$ cat config.mk
export PLATFORM = sky130hd
export DESIGN_NAME = euler_totient_unit_flat
export DESIGN_NICKNAME = d
export VERILOG_FILES = /design/src/hw/rtl/etu_pkg.sv /design/src/hw/rtl/etu_value_if.sv /design/src/hw/rtl/etu_totient_if.sv /design/src/hw/rtl/etu_div.sv /design/src/hw/rtl/etu_datapath.sv /design/src/hw/rtl/etu_ctrl.sv /design/src/hw/rtl/euler_totient_unit.sv /design/src/flat_wrapper.sv
export SDC_FILE = /design/constraint.sdc
export NUM_CORES = 2
export LEC_CHECK = 0
export ABC_AREA = 1
export BUFFER_PORTS_ARGS = -buffer_cell sky130_fd_sc_hd__buf_2
export CAP_MARGIN = 15
export CORE_ASPECT_RATIO = 0.9
export CORE_UTILIZATION = 40
export CTS_CLUSTER_SIZE = 20
export DETAILED_ROUTE_END_ITERATION = 8
export GPL_ROUTABILITY_DRIVEN = 0
export PLACE_DENSITY = 0.55
export SETUP_SLACK_MARGIN = 0.2
export SKIP_CTS_REPAIR_TIMING = 1
export SLEW_MARGIN = 30
export SYNTH_ARGS = -nofsm -noshare
export SYNTH_HDL_FRONTEND = slang
export SYNTH_SLANG_ARGS = --single-unit
$ cat constraint.sdc
create_clock -name clk -period 12.9 [get_ports clk]
set_clock_uncertainty 0.2 [all_clocks]
set_input_delay 1.29 -clock clk [delete_from_list [all_inputs] [get_ports clk]]
set_output_delay 1.29 -clock clk [all_outputs]
set_load 0.005 [all_outputs]
$ cat src/hw/rtl/etu_pkg.sv
// Shared types and constants for the Euler totient unit.
package etu_pkg;

	localparam int VALUE_BITS_DEF = 20;

	typedef enum logic [3:0] {
		ST_IDLE,
		ST_SQ,
		ST_CHK,
		ST_DIVN,
		ST_EVN,
		ST_STN,
		ST_DIVA,
		ST_MUL,
		ST_DONE
	} etu_state_t;

	typedef enum logic [1:0] {
		DIV_N_BY_D,
		DIV_ACC_BY_D,
		DIV_ACC_BY_N
	} etu_div_sel_t;

	typedef struct packed {
		logic         load;
		logic         sq_en;
		logic         div_start;
		etu_div_sel_t div_sel;
		logic         n_take;
		logic         mul_en;
		logic         d_next;
	} etu_cmd_t;

	typedef struct packed {
		logic sq_le_n;
		logic n_gt1;
		logic rem_zero;
		logic div_done;
		logic div_busy;
	} etu_sts_t;

endpackage

$ cat src/hw/rtl/etu_value_if.sv
// Input channel: valid/ready handshake carrying the value to factor.
interface etu_value_if #(
	parameter int VALUE_BITS = etu_pkg::VALUE_BITS_DEF
);
	logic                  valid;
	logic                  ready;
	logic [VALUE_BITS-1:0] value;

	modport source(output valid, output value, input ready);
	modport sink(input valid, input value, output ready);
endinterface

$ cat src/hw/rtl/etu_totient_if.sv
// Output channel: valid/ready handshake carrying the totient result.
interface etu_totient_if #(
	parameter int VALUE_BITS = etu_pkg::VALUE_BITS_DEF
);
	logic                  valid;
	logic                  ready;
	logic [VALUE_BITS-1:0] totient;

	modport source(output valid, output totient, input ready);
	modport sink(input valid, input totient, output ready);
endinterface

$ cat src/hw/rtl/etu_div.sv
// Restoring divider, one quotient bit per cycle.
module etu_div #(
	parameter int VALUE_BITS = etu_pkg::VALUE_BITS_DEF
) (
	input  logic                  clk,
	input  logic                  arst_n,
	input  logic                  start,
	input  logic [VALUE_BITS-1:0] dividend,
	input  logic [VALUE_BITS-1:0] divisor,
	output logic [VALUE_BITS-1:0] quot,
	output logic [VALUE_BITS-1:0] rem,
	output logic                  busy,
	output logic                  done
);
	import etu_pkg::*;

	localparam int CW = $clog2(VALUE_BITS);

	logic [VALUE_BITS-1:0] rem_q;
	logic [VALUE_BITS-1:0] quo_q;
	logic [CW-1:0]         cnt_q;
	logic                  busy_q;
	logic [VALUE_BITS:0]   trial;

	assign trial = {rem_q, quo_q[VALUE_BITS-1]} - {1'b0, divisor};

	always_ff @(posedge clk or negedge arst_n) begin
		if (!arst_n) begin
			busy_q <= 1'b0;
			cnt_q  <= '0;
		end else if (start) begin
			busy_q <= 1'b1;
			cnt_q  <= CW'(VALUE_BITS - 1);
		end else if (busy_q) begin
			if (cnt_q == '0) begin
				busy_q <= 1'b0;
			end
			cnt_q <= cnt_q - CW'(1);
		end
	end

	always_ff @(posedge clk) begin
		if (start) begin
			rem_q <= '0;
			quo_q <= dividend;
		end else if (busy_q) begin
			if (!trial[VALUE_BITS]) begin
				rem_q <= trial[VALUE_BITS-1:0];
				quo_q <= {quo_q[VALUE_BITS-2:0], 1'b1};
			end else begin
				rem_q <= {rem_q[VALUE_BITS-2:0], quo_q[VALUE_BITS-1]};
				quo_q <= {quo_q[VALUE_BITS-2:0], 1'b0};
			end
		end
	end

	assign quot = quo_q;
	assign rem  = rem_q;
	assign busy = busy_q;
	assign done = busy_q && (cnt_q == '0);
endmodule

$ cat src/hw/rtl/etu_datapath.sv
// Datapath: reduced n, running totient, trial divisor, square and divider.
module etu_datapath #(
	parameter int VALUE_BITS = etu_pkg::VALUE_BITS_DEF
) (
	input  logic                  clk,
	input  logic                  arst_n,
	input  etu_pkg::etu_cmd_t     cmd,
	output etu_pkg::etu_sts_t     sts,
	input  logic [VALUE_BITS-1:0] in_value,
	output logic [VALUE_BITS-1:0] totient
);
	import etu_pkg::*;

	localparam int PW = 2 * VALUE_BITS;

	logic [VALUE_BITS-1:0] n_q;
	logic [VALUE_BITS-1:0] acc_q;
	logic [VALUE_BITS-1:0] d_q;
	logic [VALUE_BITS-1:0] den_q;
	logic [PW-1:0]         sq_q;
	logic [VALUE_BITS-1:0] dividend;
	logic [VALUE_BITS-1:0] quot;
	logic [VALUE_BITS-1:0] rem;
	logic [PW-1:0]         prod;
	logic                  div_busy;
	logic                  div_done;

	assign dividend = (cmd.div_sel == DIV_N_BY_D) ? n_q : acc_q;
	// exact: den divides acc at this point
	assign prod     = PW'(quot) * PW'(den_q - VALUE_BITS'(1));

	always_ff @(posedge clk) begin
		if (cmd.load) begin
			n_q   <= in_value;
			acc_q <= in_value;
			d_q   <= VALUE_BITS'(2);
		end else begin
			if (cmd.n_take) begin
				n_q <= quot;
			end
			if (cmd.mul_en) begin
				acc_q <= prod[VALUE_BITS-1:0];
			end
			if (cmd.d_next) begin
				d_q <= (d_q == VALUE_BITS'(2)) ? VALUE_BITS'(3) : d_q + VALUE_BITS'(2);
			end
		end
		if (cmd.sq_en) begin
			sq_q <= PW'(d_q) * PW'(d_q);
		end
		if (cmd.div_start) begin
			den_q <= (cmd.div_sel == DIV_ACC_BY_N) ? n_q : d_q;
		end
	end

	etu_div #(
		.VALUE_BITS(VALUE_BITS)
	) u_div (
		.clk     (clk),
		.arst_n  (arst_n),
		.start   (cmd.div_start),
		.dividend(dividend),
		.divisor (den_q),
		.quot    (quot),
		.rem     (rem),
		.busy    (div_busy),
		.done    (div_done)
	);

	assign sts.sq_le_n  = sq_q <= PW'(n_q);
	assign sts.n_gt1    = n_q > VALUE_BITS'(1);
	assign sts.rem_zero = rem == '0;
	assign sts.div_done = div_done;
	assign sts.div_busy = div_busy;
	assign totient      = acc_q;
endmodule

$ cat src/hw/rtl/etu_ctrl.sv
// Controller: sequences trial division, factor removal and result scaling.
module etu_ctrl (
	input  logic              clk,
	input  logic              arst_n,
	input  logic              in_valid,
	output logic              in_ready,
	output logic              out_valid,
	input  logic              out_ready,
	input  etu_pkg::etu_sts_t sts,
	output etu_pkg::etu_cmd_t cmd
);
	import etu_pkg::*;

	etu_state_t state_q;
	etu_state_t state_d;
	logic       hit_q;
	logic       fin_q;

	always_ff @(posedge clk or negedge arst_n) begin
		if (!arst_n) begin
			state_q <= ST_IDLE;
		end else begin
			state_q <= state_d;
		end
	end

	// hit: current divisor already removed from n; fin: leftover prime step
	always_ff @(posedge clk or negedge arst_n) begin
		if (!arst_n) begin
			hit_q <= 1'b0;
			fin_q <= 1'b0;
		end else begin
			if (state_q == ST_IDLE) begin
				hit_q <= 1'b0;
				fin_q <= 1'b0;
			end else if (state_q == ST_EVN && sts.rem_zero) begin
				hit_q <= 1'b1;
			end else if (state_q == ST_MUL) begin
				hit_q <= 1'b0;
			end else if (state_q == ST_CHK && !sts.sq_le_n && sts.n_gt1) begin
				fin_q <= 1'b1;
			end
		end
	end

	always_comb begin
		state_d = state_q;
		unique case (state_q)
			ST_IDLE: begin
				if (in_valid) begin
					state_d = ST_SQ;
				end
			end
			ST_SQ:   state_d = ST_CHK;
			ST_CHK: begin
				if (sts.sq_le_n) begin
					state_d = ST_DIVN;
				end else if (sts.n_gt1) begin
					state_d = ST_DIVA;
				end else begin
					state_d = ST_DONE;
				end
			end
			ST_DIVN: begin
				if (sts.div_done) begin
					state_d = ST_EVN;
				end
			end
			ST_EVN: begin
				if (sts.rem_zero) begin
					state_d = ST_STN;
				end else if (hit_q) begin
					state_d = ST_DIVA;
				end else begin
					state_d = ST_SQ;
				end
			end
			ST_STN:  state_d = ST_DIVN;
			ST_DIVA: begin
				if (sts.div_done) begin
					state_d = ST_MUL;
				end
			end
			ST_MUL:  state_d = fin_q ? ST_DONE : ST_SQ;
			ST_DONE: begin
				if (out_ready) begin
					state_d = ST_IDLE;
				end
			end
			default: state_d = ST_IDLE;
		endcase
	end

	always_comb begin
		cmd       = '0;
		cmd.div_sel = DIV_N_BY_D;
		in_ready  = 1'b0;
		out_valid = 1'b0;
		unique case (state_q)
			ST_IDLE: begin
				in_ready = 1'b1;
				cmd.load = in_valid;
			end
			ST_SQ: begin
				cmd.sq_en = 1'b1;
			end
			ST_CHK: begin
				if (sts.sq_le_n) begin
					cmd.div_start = 1'b1;
					cmd.div_sel   = DIV_N_BY_D;
				end else if (sts.n_gt1) begin
					cmd.div_start = 1'b1;
					cmd.div_sel   = DIV_ACC_BY_N;
				end
			end
			ST_DIVN: begin
				cmd.div_sel = DIV_N_BY_D;
			end
			ST_EVN: begin
				if (sts.rem_zero) begin
					cmd.n_take = 1'b1;
				end else if (hit_q) begin
					cmd.div_start = 1'b1;
					cmd.div_sel   = DIV_ACC_BY_D;
				end else begin
					cmd.d_next = 1'b1;
				end
			end
			ST_STN: begin
				cmd.div_start = 1'b1;
				cmd.div_sel   = DIV_N_BY_D;
			end
			ST_DIVA: begin
				cmd.div_sel = fin_q ? DIV_ACC_BY_N : DIV_ACC_BY_D;
			end
			ST_MUL: begin
				cmd.mul_en = 1'b1;
				cmd.d_next = !fin_q;
			end
			ST_DONE: begin
				out_valid = 1'b1;
			end
			default: begin
				cmd = '0;
			end
		endcase
	end
endmodule

$ cat src/hw/rtl/euler_totient_unit.sv
// Euler totient unit: one value in, its totient phi(value) out, by trial division.
// Items are handled one at a time. After a value is accepted the unit tries
// 2 and then the odd divisors while d*d does not exceed the reduced value;
// each trial runs through the bit-serial divider (one quotient bit per
// cycle). Each prime factor found costs a further division per power removed
// and one more division to scale the result, and a leftover prime factor one
// more such scaling. For 20-bit values the worst case is roughly 512 trials.
// The result is held until taken, after which the next value is accepted.
// phi(0) is 0.
module euler_totient_unit #(
	parameter int VALUE_BITS = etu_pkg::VALUE_BITS_DEF
) (
	input logic           clk,
	input logic           arst_n,
	etu_value_if.sink     req,
	etu_totient_if.source rsp
);
	import etu_pkg::*;

	etu_cmd_t cmd;
	etu_sts_t sts;

	etu_ctrl u_ctrl (
		.clk      (clk),
		.arst_n   (arst_n),
		.in_valid (req.valid),
		.in_ready (req.ready),
		.out_valid(rsp.valid),
		.out_ready(rsp.ready),
		.sts      (sts),
		.cmd      (cmd)
	);

	etu_datapath #(
		.VALUE_BITS(VALUE_BITS)
	) u_dp (
		.clk     (clk),
		.arst_n  (arst_n),
		.cmd     (cmd),
		.sts     (sts),
		.in_value(req.value),
		.totient (rsp.totient)
	);

	a_one_at_a_time: assert property (@(posedge clk) disable iff (!arst_n)
		rsp.valid |-> !req.ready)
		else $error("input taken while a result is pending");

	a_div_not_busy: assert property (@(posedge clk) disable iff (!arst_n)
		cmd.div_start |-> !sts.div_busy)
		else $error("divider restarted while busy");

	a_load_leaves_idle: assert property (@(posedge clk) disable iff (!arst_n)
		cmd.load |=> !req.ready && !rsp.valid)
		else $error("unit idle right after accepting an item");
endmodule
$ cat src/flat_wrapper.sv
// flat-port wrapper written by rule: the top's interface ports become plain ports
module euler_totient_unit_flat import etu_pkg::*;
#(
	parameter int VALUE_BITS = etu_pkg::VALUE_BITS_DEF
)
  (clk, arst_n, req_valid, req_value, req_ready, rsp_valid, rsp_totient, rsp_ready);
  etu_value_if #(.VALUE_BITS(VALUE_BITS)) req_i ();
  etu_totient_if #(.VALUE_BITS(VALUE_BITS)) rsp_i ();
  input logic clk;
  input logic arst_n;
  input wire logic [$bits(req_i.valid)-1:0] req_valid;
  input wire logic [$bits(req_i.value)-1:0] req_value;
  output wire logic [$bits(req_i.ready)-1:0] req_ready;
  output wire logic [$bits(rsp_i.valid)-1:0] rsp_valid;
  output wire logic [$bits(rsp_i.totient)-1:0] rsp_totient;
  input wire logic [$bits(rsp_i.ready)-1:0] rsp_ready;
  assign req_i.valid = req_valid;
  assign req_i.value = req_value;
  assign req_ready = req_i.ready;
  assign rsp_valid = rsp_i.valid;
  assign rsp_totient = rsp_i.totient;
  assign rsp_i.ready = rsp_ready;
  euler_totient_unit #(.VALUE_BITS(VALUE_BITS)) u_core (.clk(clk), .arst_n(arst_n), .req(req_i), .rsp(rsp_i));
endmodule
## Word level (Yosys, flattened, before mapping)

Index checks and enable logic that the tools add are counted.

- Word-level logic and storage cells: 103
- Input port bits: 24
- Output and inout port bits: 22
- Flip-flop bits (word level): 172

- Order comparisons: 2
- $add $sub $neg: 4
- Multiply operators: 2
- Reduce and logical (&&, ||, !) cells: 17
- Muxes and demuxes: 50
- Equality and inequality tests: 16

Operators with widths:

| cell | number |
|---|---|
| $mux 20 | 10 |
| $le 40x20->1 | 1 |
| $mul 20x20->40 | 1 |
| $pmux 4 s9 | 1 |
| $mux 4 | 7 |
| $mul 21x21->20 | 1 |
| $sub 20x1->21 const B | 1 |
| $sub 21x20->21 | 1 |
| $add 20x2->20 const B | 1 |
| $eq 20x2->1 const B | 1 |
| $gt 20x1->1 const B | 1 |
| $logic_not 20->1 | 1 |
| $mux 1 | 20 |
| $mux 3 | 6 |
| $eq 4x3->1 const B | 4 |
| $ne 2x2->1 const B | 6 |
| $mux 5 | 2 |
| $eq 4x2->1 const B | 2 |
| $reduce_bool 2->1 | 4 |
| $pmux 2 s3 | 1 |
| $logic_not 5->1 | 1 |
| $sub 5x1->5 const B | 1 |
| $eq 4x1->1 const B | 1 |
| $eq 4x4->1 const B | 1 |
| 11 further kinds | 15 |

## Depth between registers and ports, before layout

- Depth after elaboration: 8
- Mapped depth: 37
- Depth with buffers taken out: 36

## Hierarchy

From an unflattened synthesis, not the netlist that was laid out.

- Cells, all modules: 3561
- Area, all modules: 28247.1 um2

By module, submodules not included:

| module | cells an instance | seq. area each (um2) | instances | area an instance (um2) |
|---|---|---|---|---|
| etu_datapath | 2918 | 3373.2 | 1 | 24116.9 |
| etu_div | 562 | 1151.1 | 1 | 3619.7 |
| etu_ctrl | 81 | 150.1 | 1 | 510.5 |

## Least setup slack after synthesis

OpenSTA, ideal clock, no wires.

- Path kind: reg-to-reg
- Start: register u_core.u_dp.den_q[0]
- End: register u_core.u_dp.acc_q[19], in the netlist u_core.u_dp.totient[19], data pin
- Period minus slack after synthesis: 7.036 ns
- Data required time: 12.448 ns
- Setup time: 0.252 ns
- Arrival: 6.584 ns
- Setup slack: 5.864 ns
- Buffers on the path: 1
- Stages on the path, launching flop included: 34
- Cells stage by stage: edfxtp_1 > inv_1 > ha_1 > nand2_2 > inv_1 > nand2_1 > nand2_1 > clkbuf_1 > nor2_1 > fa_1 > fa_1 > inv_1 > fa_1 > inv_1 > fa_1 > inv_1 > fa_1 > inv_1 > fa_1 > inv_1 > fa_1 > inv_1 > ha_1 > a21oi_1 > o21a_1 > o221ai_1 > a31oi_1 > nand3_1 > nand2_1 > inv_1 > nand2_1 > nand2_1 > nand2_1 > nand2_1

- Word-level cells in the longest chain between the ends: 4

RTL lines:

| element | RTL line | source |
|---|---|---|
| start: declaration | etu_datapath.sv:19 | `logic [VALUE_BITS-1:0] den_q;` |
| start signal: assignment | etu_datapath.sv:52 | `den_q <= (cmd.div_sel == DIV_ACC_BY_N) ? n_q : d_q;` |
| $sub 20x1->21 | etu_datapath.sv:30 | `assign prod = PW'(quot) * PW'(den_q - VALUE_BITS'(1));` |
| $mul 21x21->20 | etu_datapath.sv:30 |  |
| $mux 20 | etu_datapath.sv:41 | `if (cmd.mul_en) begin` |
| $mux 20 | etu_datapath.sv:33 | `if (cmd.load) begin` |
| end signal: assignment | etu_datapath.sv:35 | `acc_q <= in_value;` |
| end signal: assignment | etu_datapath.sv:42 | `acc_q <= prod[VALUE_BITS-1:0];` |
| end: declaration | etu_datapath.sv:17 | `logic [VALUE_BITS-1:0] acc_q;` |

Every way passes these cells. The select of a mux whose other input is x is not followed.
A chain may end at the register's enable or synchronous reset.

## Worst setup path in the final report

- Start: register u_core.u_dp.den_q[1]
- End: register u_core.u_dp.acc_q[17], in the netlist u_core.u_dp.totient[17], data pin

Same word-level chain as after synthesis.

==> reports/metrics.yaml <==
fin_crit_sh: 0.605
drt_iter0_markers: 1400
synth-xor-area-share: 0.0249
cpPeakStageDelay_ns: 0.56
cp-end-kind: "register"
whs_path_depth: 0
layout_common_cells: "inv_1 (851), nand2_1 (605), fa_1 (419), ha_1 (278), nor2_1 (263)"
clk_pin_slew_ns: 0.08
synth_edf_count: 119
r2r-end: "u_core.u_dp.totient[17]"
totalWireLength_um: 76200
routed-via-count: 21200
ys.flop_type: "edfxtp_1"
endpoint: "u_core.u_dp.totient[17]"
drc: 0
cts_buffer_depth: 2
die_h_um: 250
worst_pin_slew_ns: 0.964
relSlewSlack: 0.354
outcome: "finished, final reports clean"
io_pins: 46
cp.arrival_ns: 7.84
r2r_start: "u_core.u_dp.den_q[1]"
gr-total-overflow: 0
min_path_type: "register to register"
synthesis.nets: 4075
grt_pass1_wl_um: 122000
yosysSeqAreaShare: 0.170
final_common_cell: "inv_1"
diodes: 0
syn_area_per_cell_um2: 8.18
yosysTopAreaCell: "fa_1"
worstSetupPathType: "register to register"
synth-seq-cells: 171
core_mm2: 0.0675
grt_pass1_vias: 21600
root_buffer: "clkbuf_16"
synth-compound-area-share: 0.0740
cp_max_fo: 14
maxCapViolCount: 0
drv_slew: 0
synth_top_family_by_area: "adder cells"
initial_core_util: 0.407
synth_top_area_frac: 0.306
synth_async_sr_flop_share: 0.0702
setup-tns-final_ns: 0
grt_max_degree: 62
rsz0062_at_grt: "no"
first_pass_iters: 6
die_x_um: 278
hold_violations: 0
area_delta_synth_final_pct: 6.48
avgViaCountPerCell: 4.98
muxShareOfSynthArea: 0
reg2regPathDepth: 28
syn_inst: 3354
fin_nets: 4080
synth_fa_ha_area_frac: 0.433
io_buffers: 45
rows: 90
cp-start-kind: "register"
antenna_found_initial: 2
rrSetupSlack_ns: 5.10
setup_viol: 0
cts_made_buffers: 17
cts_tree: "done"
fin_crit_ns: 7.80
crit_path_start: "u_core.u_dp.den_q[1]"
grt_usage: 0.228
drive_above_1_share: 0.0463
drtAntennaViolNets: 0
dieArea_mm2: 0.0696
max_freq_mhz: 128
dp_hpwl_um: 62400
synthesis.area_mm2: 0.0274
cp.required_ns: 12.93
synth_area_leaders: "fa_1 (31%), edfxtp_1 (13%), ha_1 (13%)"
clkLatencyLatePin_ns: 0.50
ys_warn_count: 0
synth-simple-area-share: 0.166
ys_types: 57
slowest_stage: "o21ai_0"
cts_max_level: 4
wl_per_cell_um: 17.9
clock-sinks: 171
through the flow:
| step | instance area (µm²) | hold WS (ns) | std cells | util | worst slack, ns |
|---|---|---|---|---|---|
| after floorplan | 27400 | 0.228 | 3354 | - | 5.86 |
| after global placement | 28600 | 0.220 | 4214 | 0.425 | 5.19 |
| after detailed placement | 28600 | 0.224 | 4214 | 0.425 | 5.13 |
| after CTS | 29200 | 0.242 | 4246 | 0.433 | 5.12 |
| after global routing | 29200 | 0.243 | 4246 | 0.433 | 4.66 |
| final | 29200 | 0.248 | 4246 | 0.433 | 5.10 |
per-layer routing:
metal / wire [µm] / part of all wire / track usage / vias up
li1: - / - / - / 10300
met1: 35800 / 0.47 / 0.323 / 10300
met2: 35100 / 0.46 / 0.367 / 466
met3: 3990 / 0.052 / 0.0333 / 68
met4: 1300 / 0.017 / 0.0527 / 0
met5: 0 / 0 / 0 / -
critical path, delay by kind of cell (launching register included):
family	cells	cell delay (ns)
fa+ha+maj	9	4.07
simple gates	8	1.16
compound gates	5	1.16
flops	1	0.49
buf+inv	6	0.43
cells in the mapped netlist, types with 4 or more instances:
cell type  number
a21o_1         10
a21oi_1       114
a31oi_1         7
buf_1          21
buf_2          10
clkbuf_1       59
clkinv_1        9
dfrtp_1        12
dfxtp_1        40
edfxtp_1      119
fa_1          419
ha_1          278
inv_1         852
inv_2           5
nand2_1       606
nand2_2         9
nand3_1        89
nand3b_1        8
nand4_1        20
nor2_1        264
nor2_2          8
nor2_4          4
nor3_1         43
nor4_1         19
o211ai_1        9
o21a_1          6
o21ai_0       145
o21ai_1         8
o22ai_1        21
o31ai_1        20
or2_2           7
xnor2_1        24
xor2_1         54
layout make-up:
type | instances | area [µm²]
fill | 6791 | 38200
tap | 874 | 1090
sequential | 171 | 4670
inverter | 866 | 3250
clock inverter | 13 | 118
multi-input combinational | 2226 | 19200
clock buffer | 19 | 443
timing repair buffer | 77 | 465
logic make-up after synthesis:
group | after synthesis
AND/OR/NAND/NOR | 1090
XOR/XNOR | 78
AO/OA/AOI/OAI | 361
flip-flops | 171
adder cells (fa/ha/maj) | 697
buffers and inverters | 957
registers in the layout (all words and copies together), names as in the netlist:
| register | count |
|---|---|
| u_core.u_ctrl.state_q | 4 |
| u_core.u_dp.u_div.cnt_q | 5 |
| u_core.u_dp.u_div.rem | 20 |
| u_core.u_dp.d_q | 20 |
| u_core.u_ctrl.fin_q | 1 |
| u_core.u_dp.den_q | 20 |
| u_core.u_ctrl.hit_q | 1 |
| u_core.u_dp.u_div.quot | 20 |
| u_core.u_dp.u_div.busy | 1 |
| u_core.u_dp.totient | 20 |
| u_core.u_dp.n_q | 20 |
| u_core.u_dp.sq_q | 39 |
worst min-delay path by stage:
stage                                   from                  end
after floorplan           u_core.u_dp.d_q[0]  u_core.u_dp.sq_q[0]
after global placement    u_core.u_dp.d_q[0]  u_core.u_dp.sq_q[0]
after detailed placement  u_core.u_dp.d_q[0]  u_core.u_dp.sq_q[0]
after global routing      u_core.u_dp.d_q[0]  u_core.u_dp.sq_q[0]
after CTS                 u_core.u_dp.d_q[0]  u_core.u_dp.sq_q[0]
final                     u_core.u_dp.d_q[0]  u_core.u_dp.sq_q[0]
Power is not shown: default switching activity piles up to over one toggle a cycle in this logic, so the estimate is an artifact.
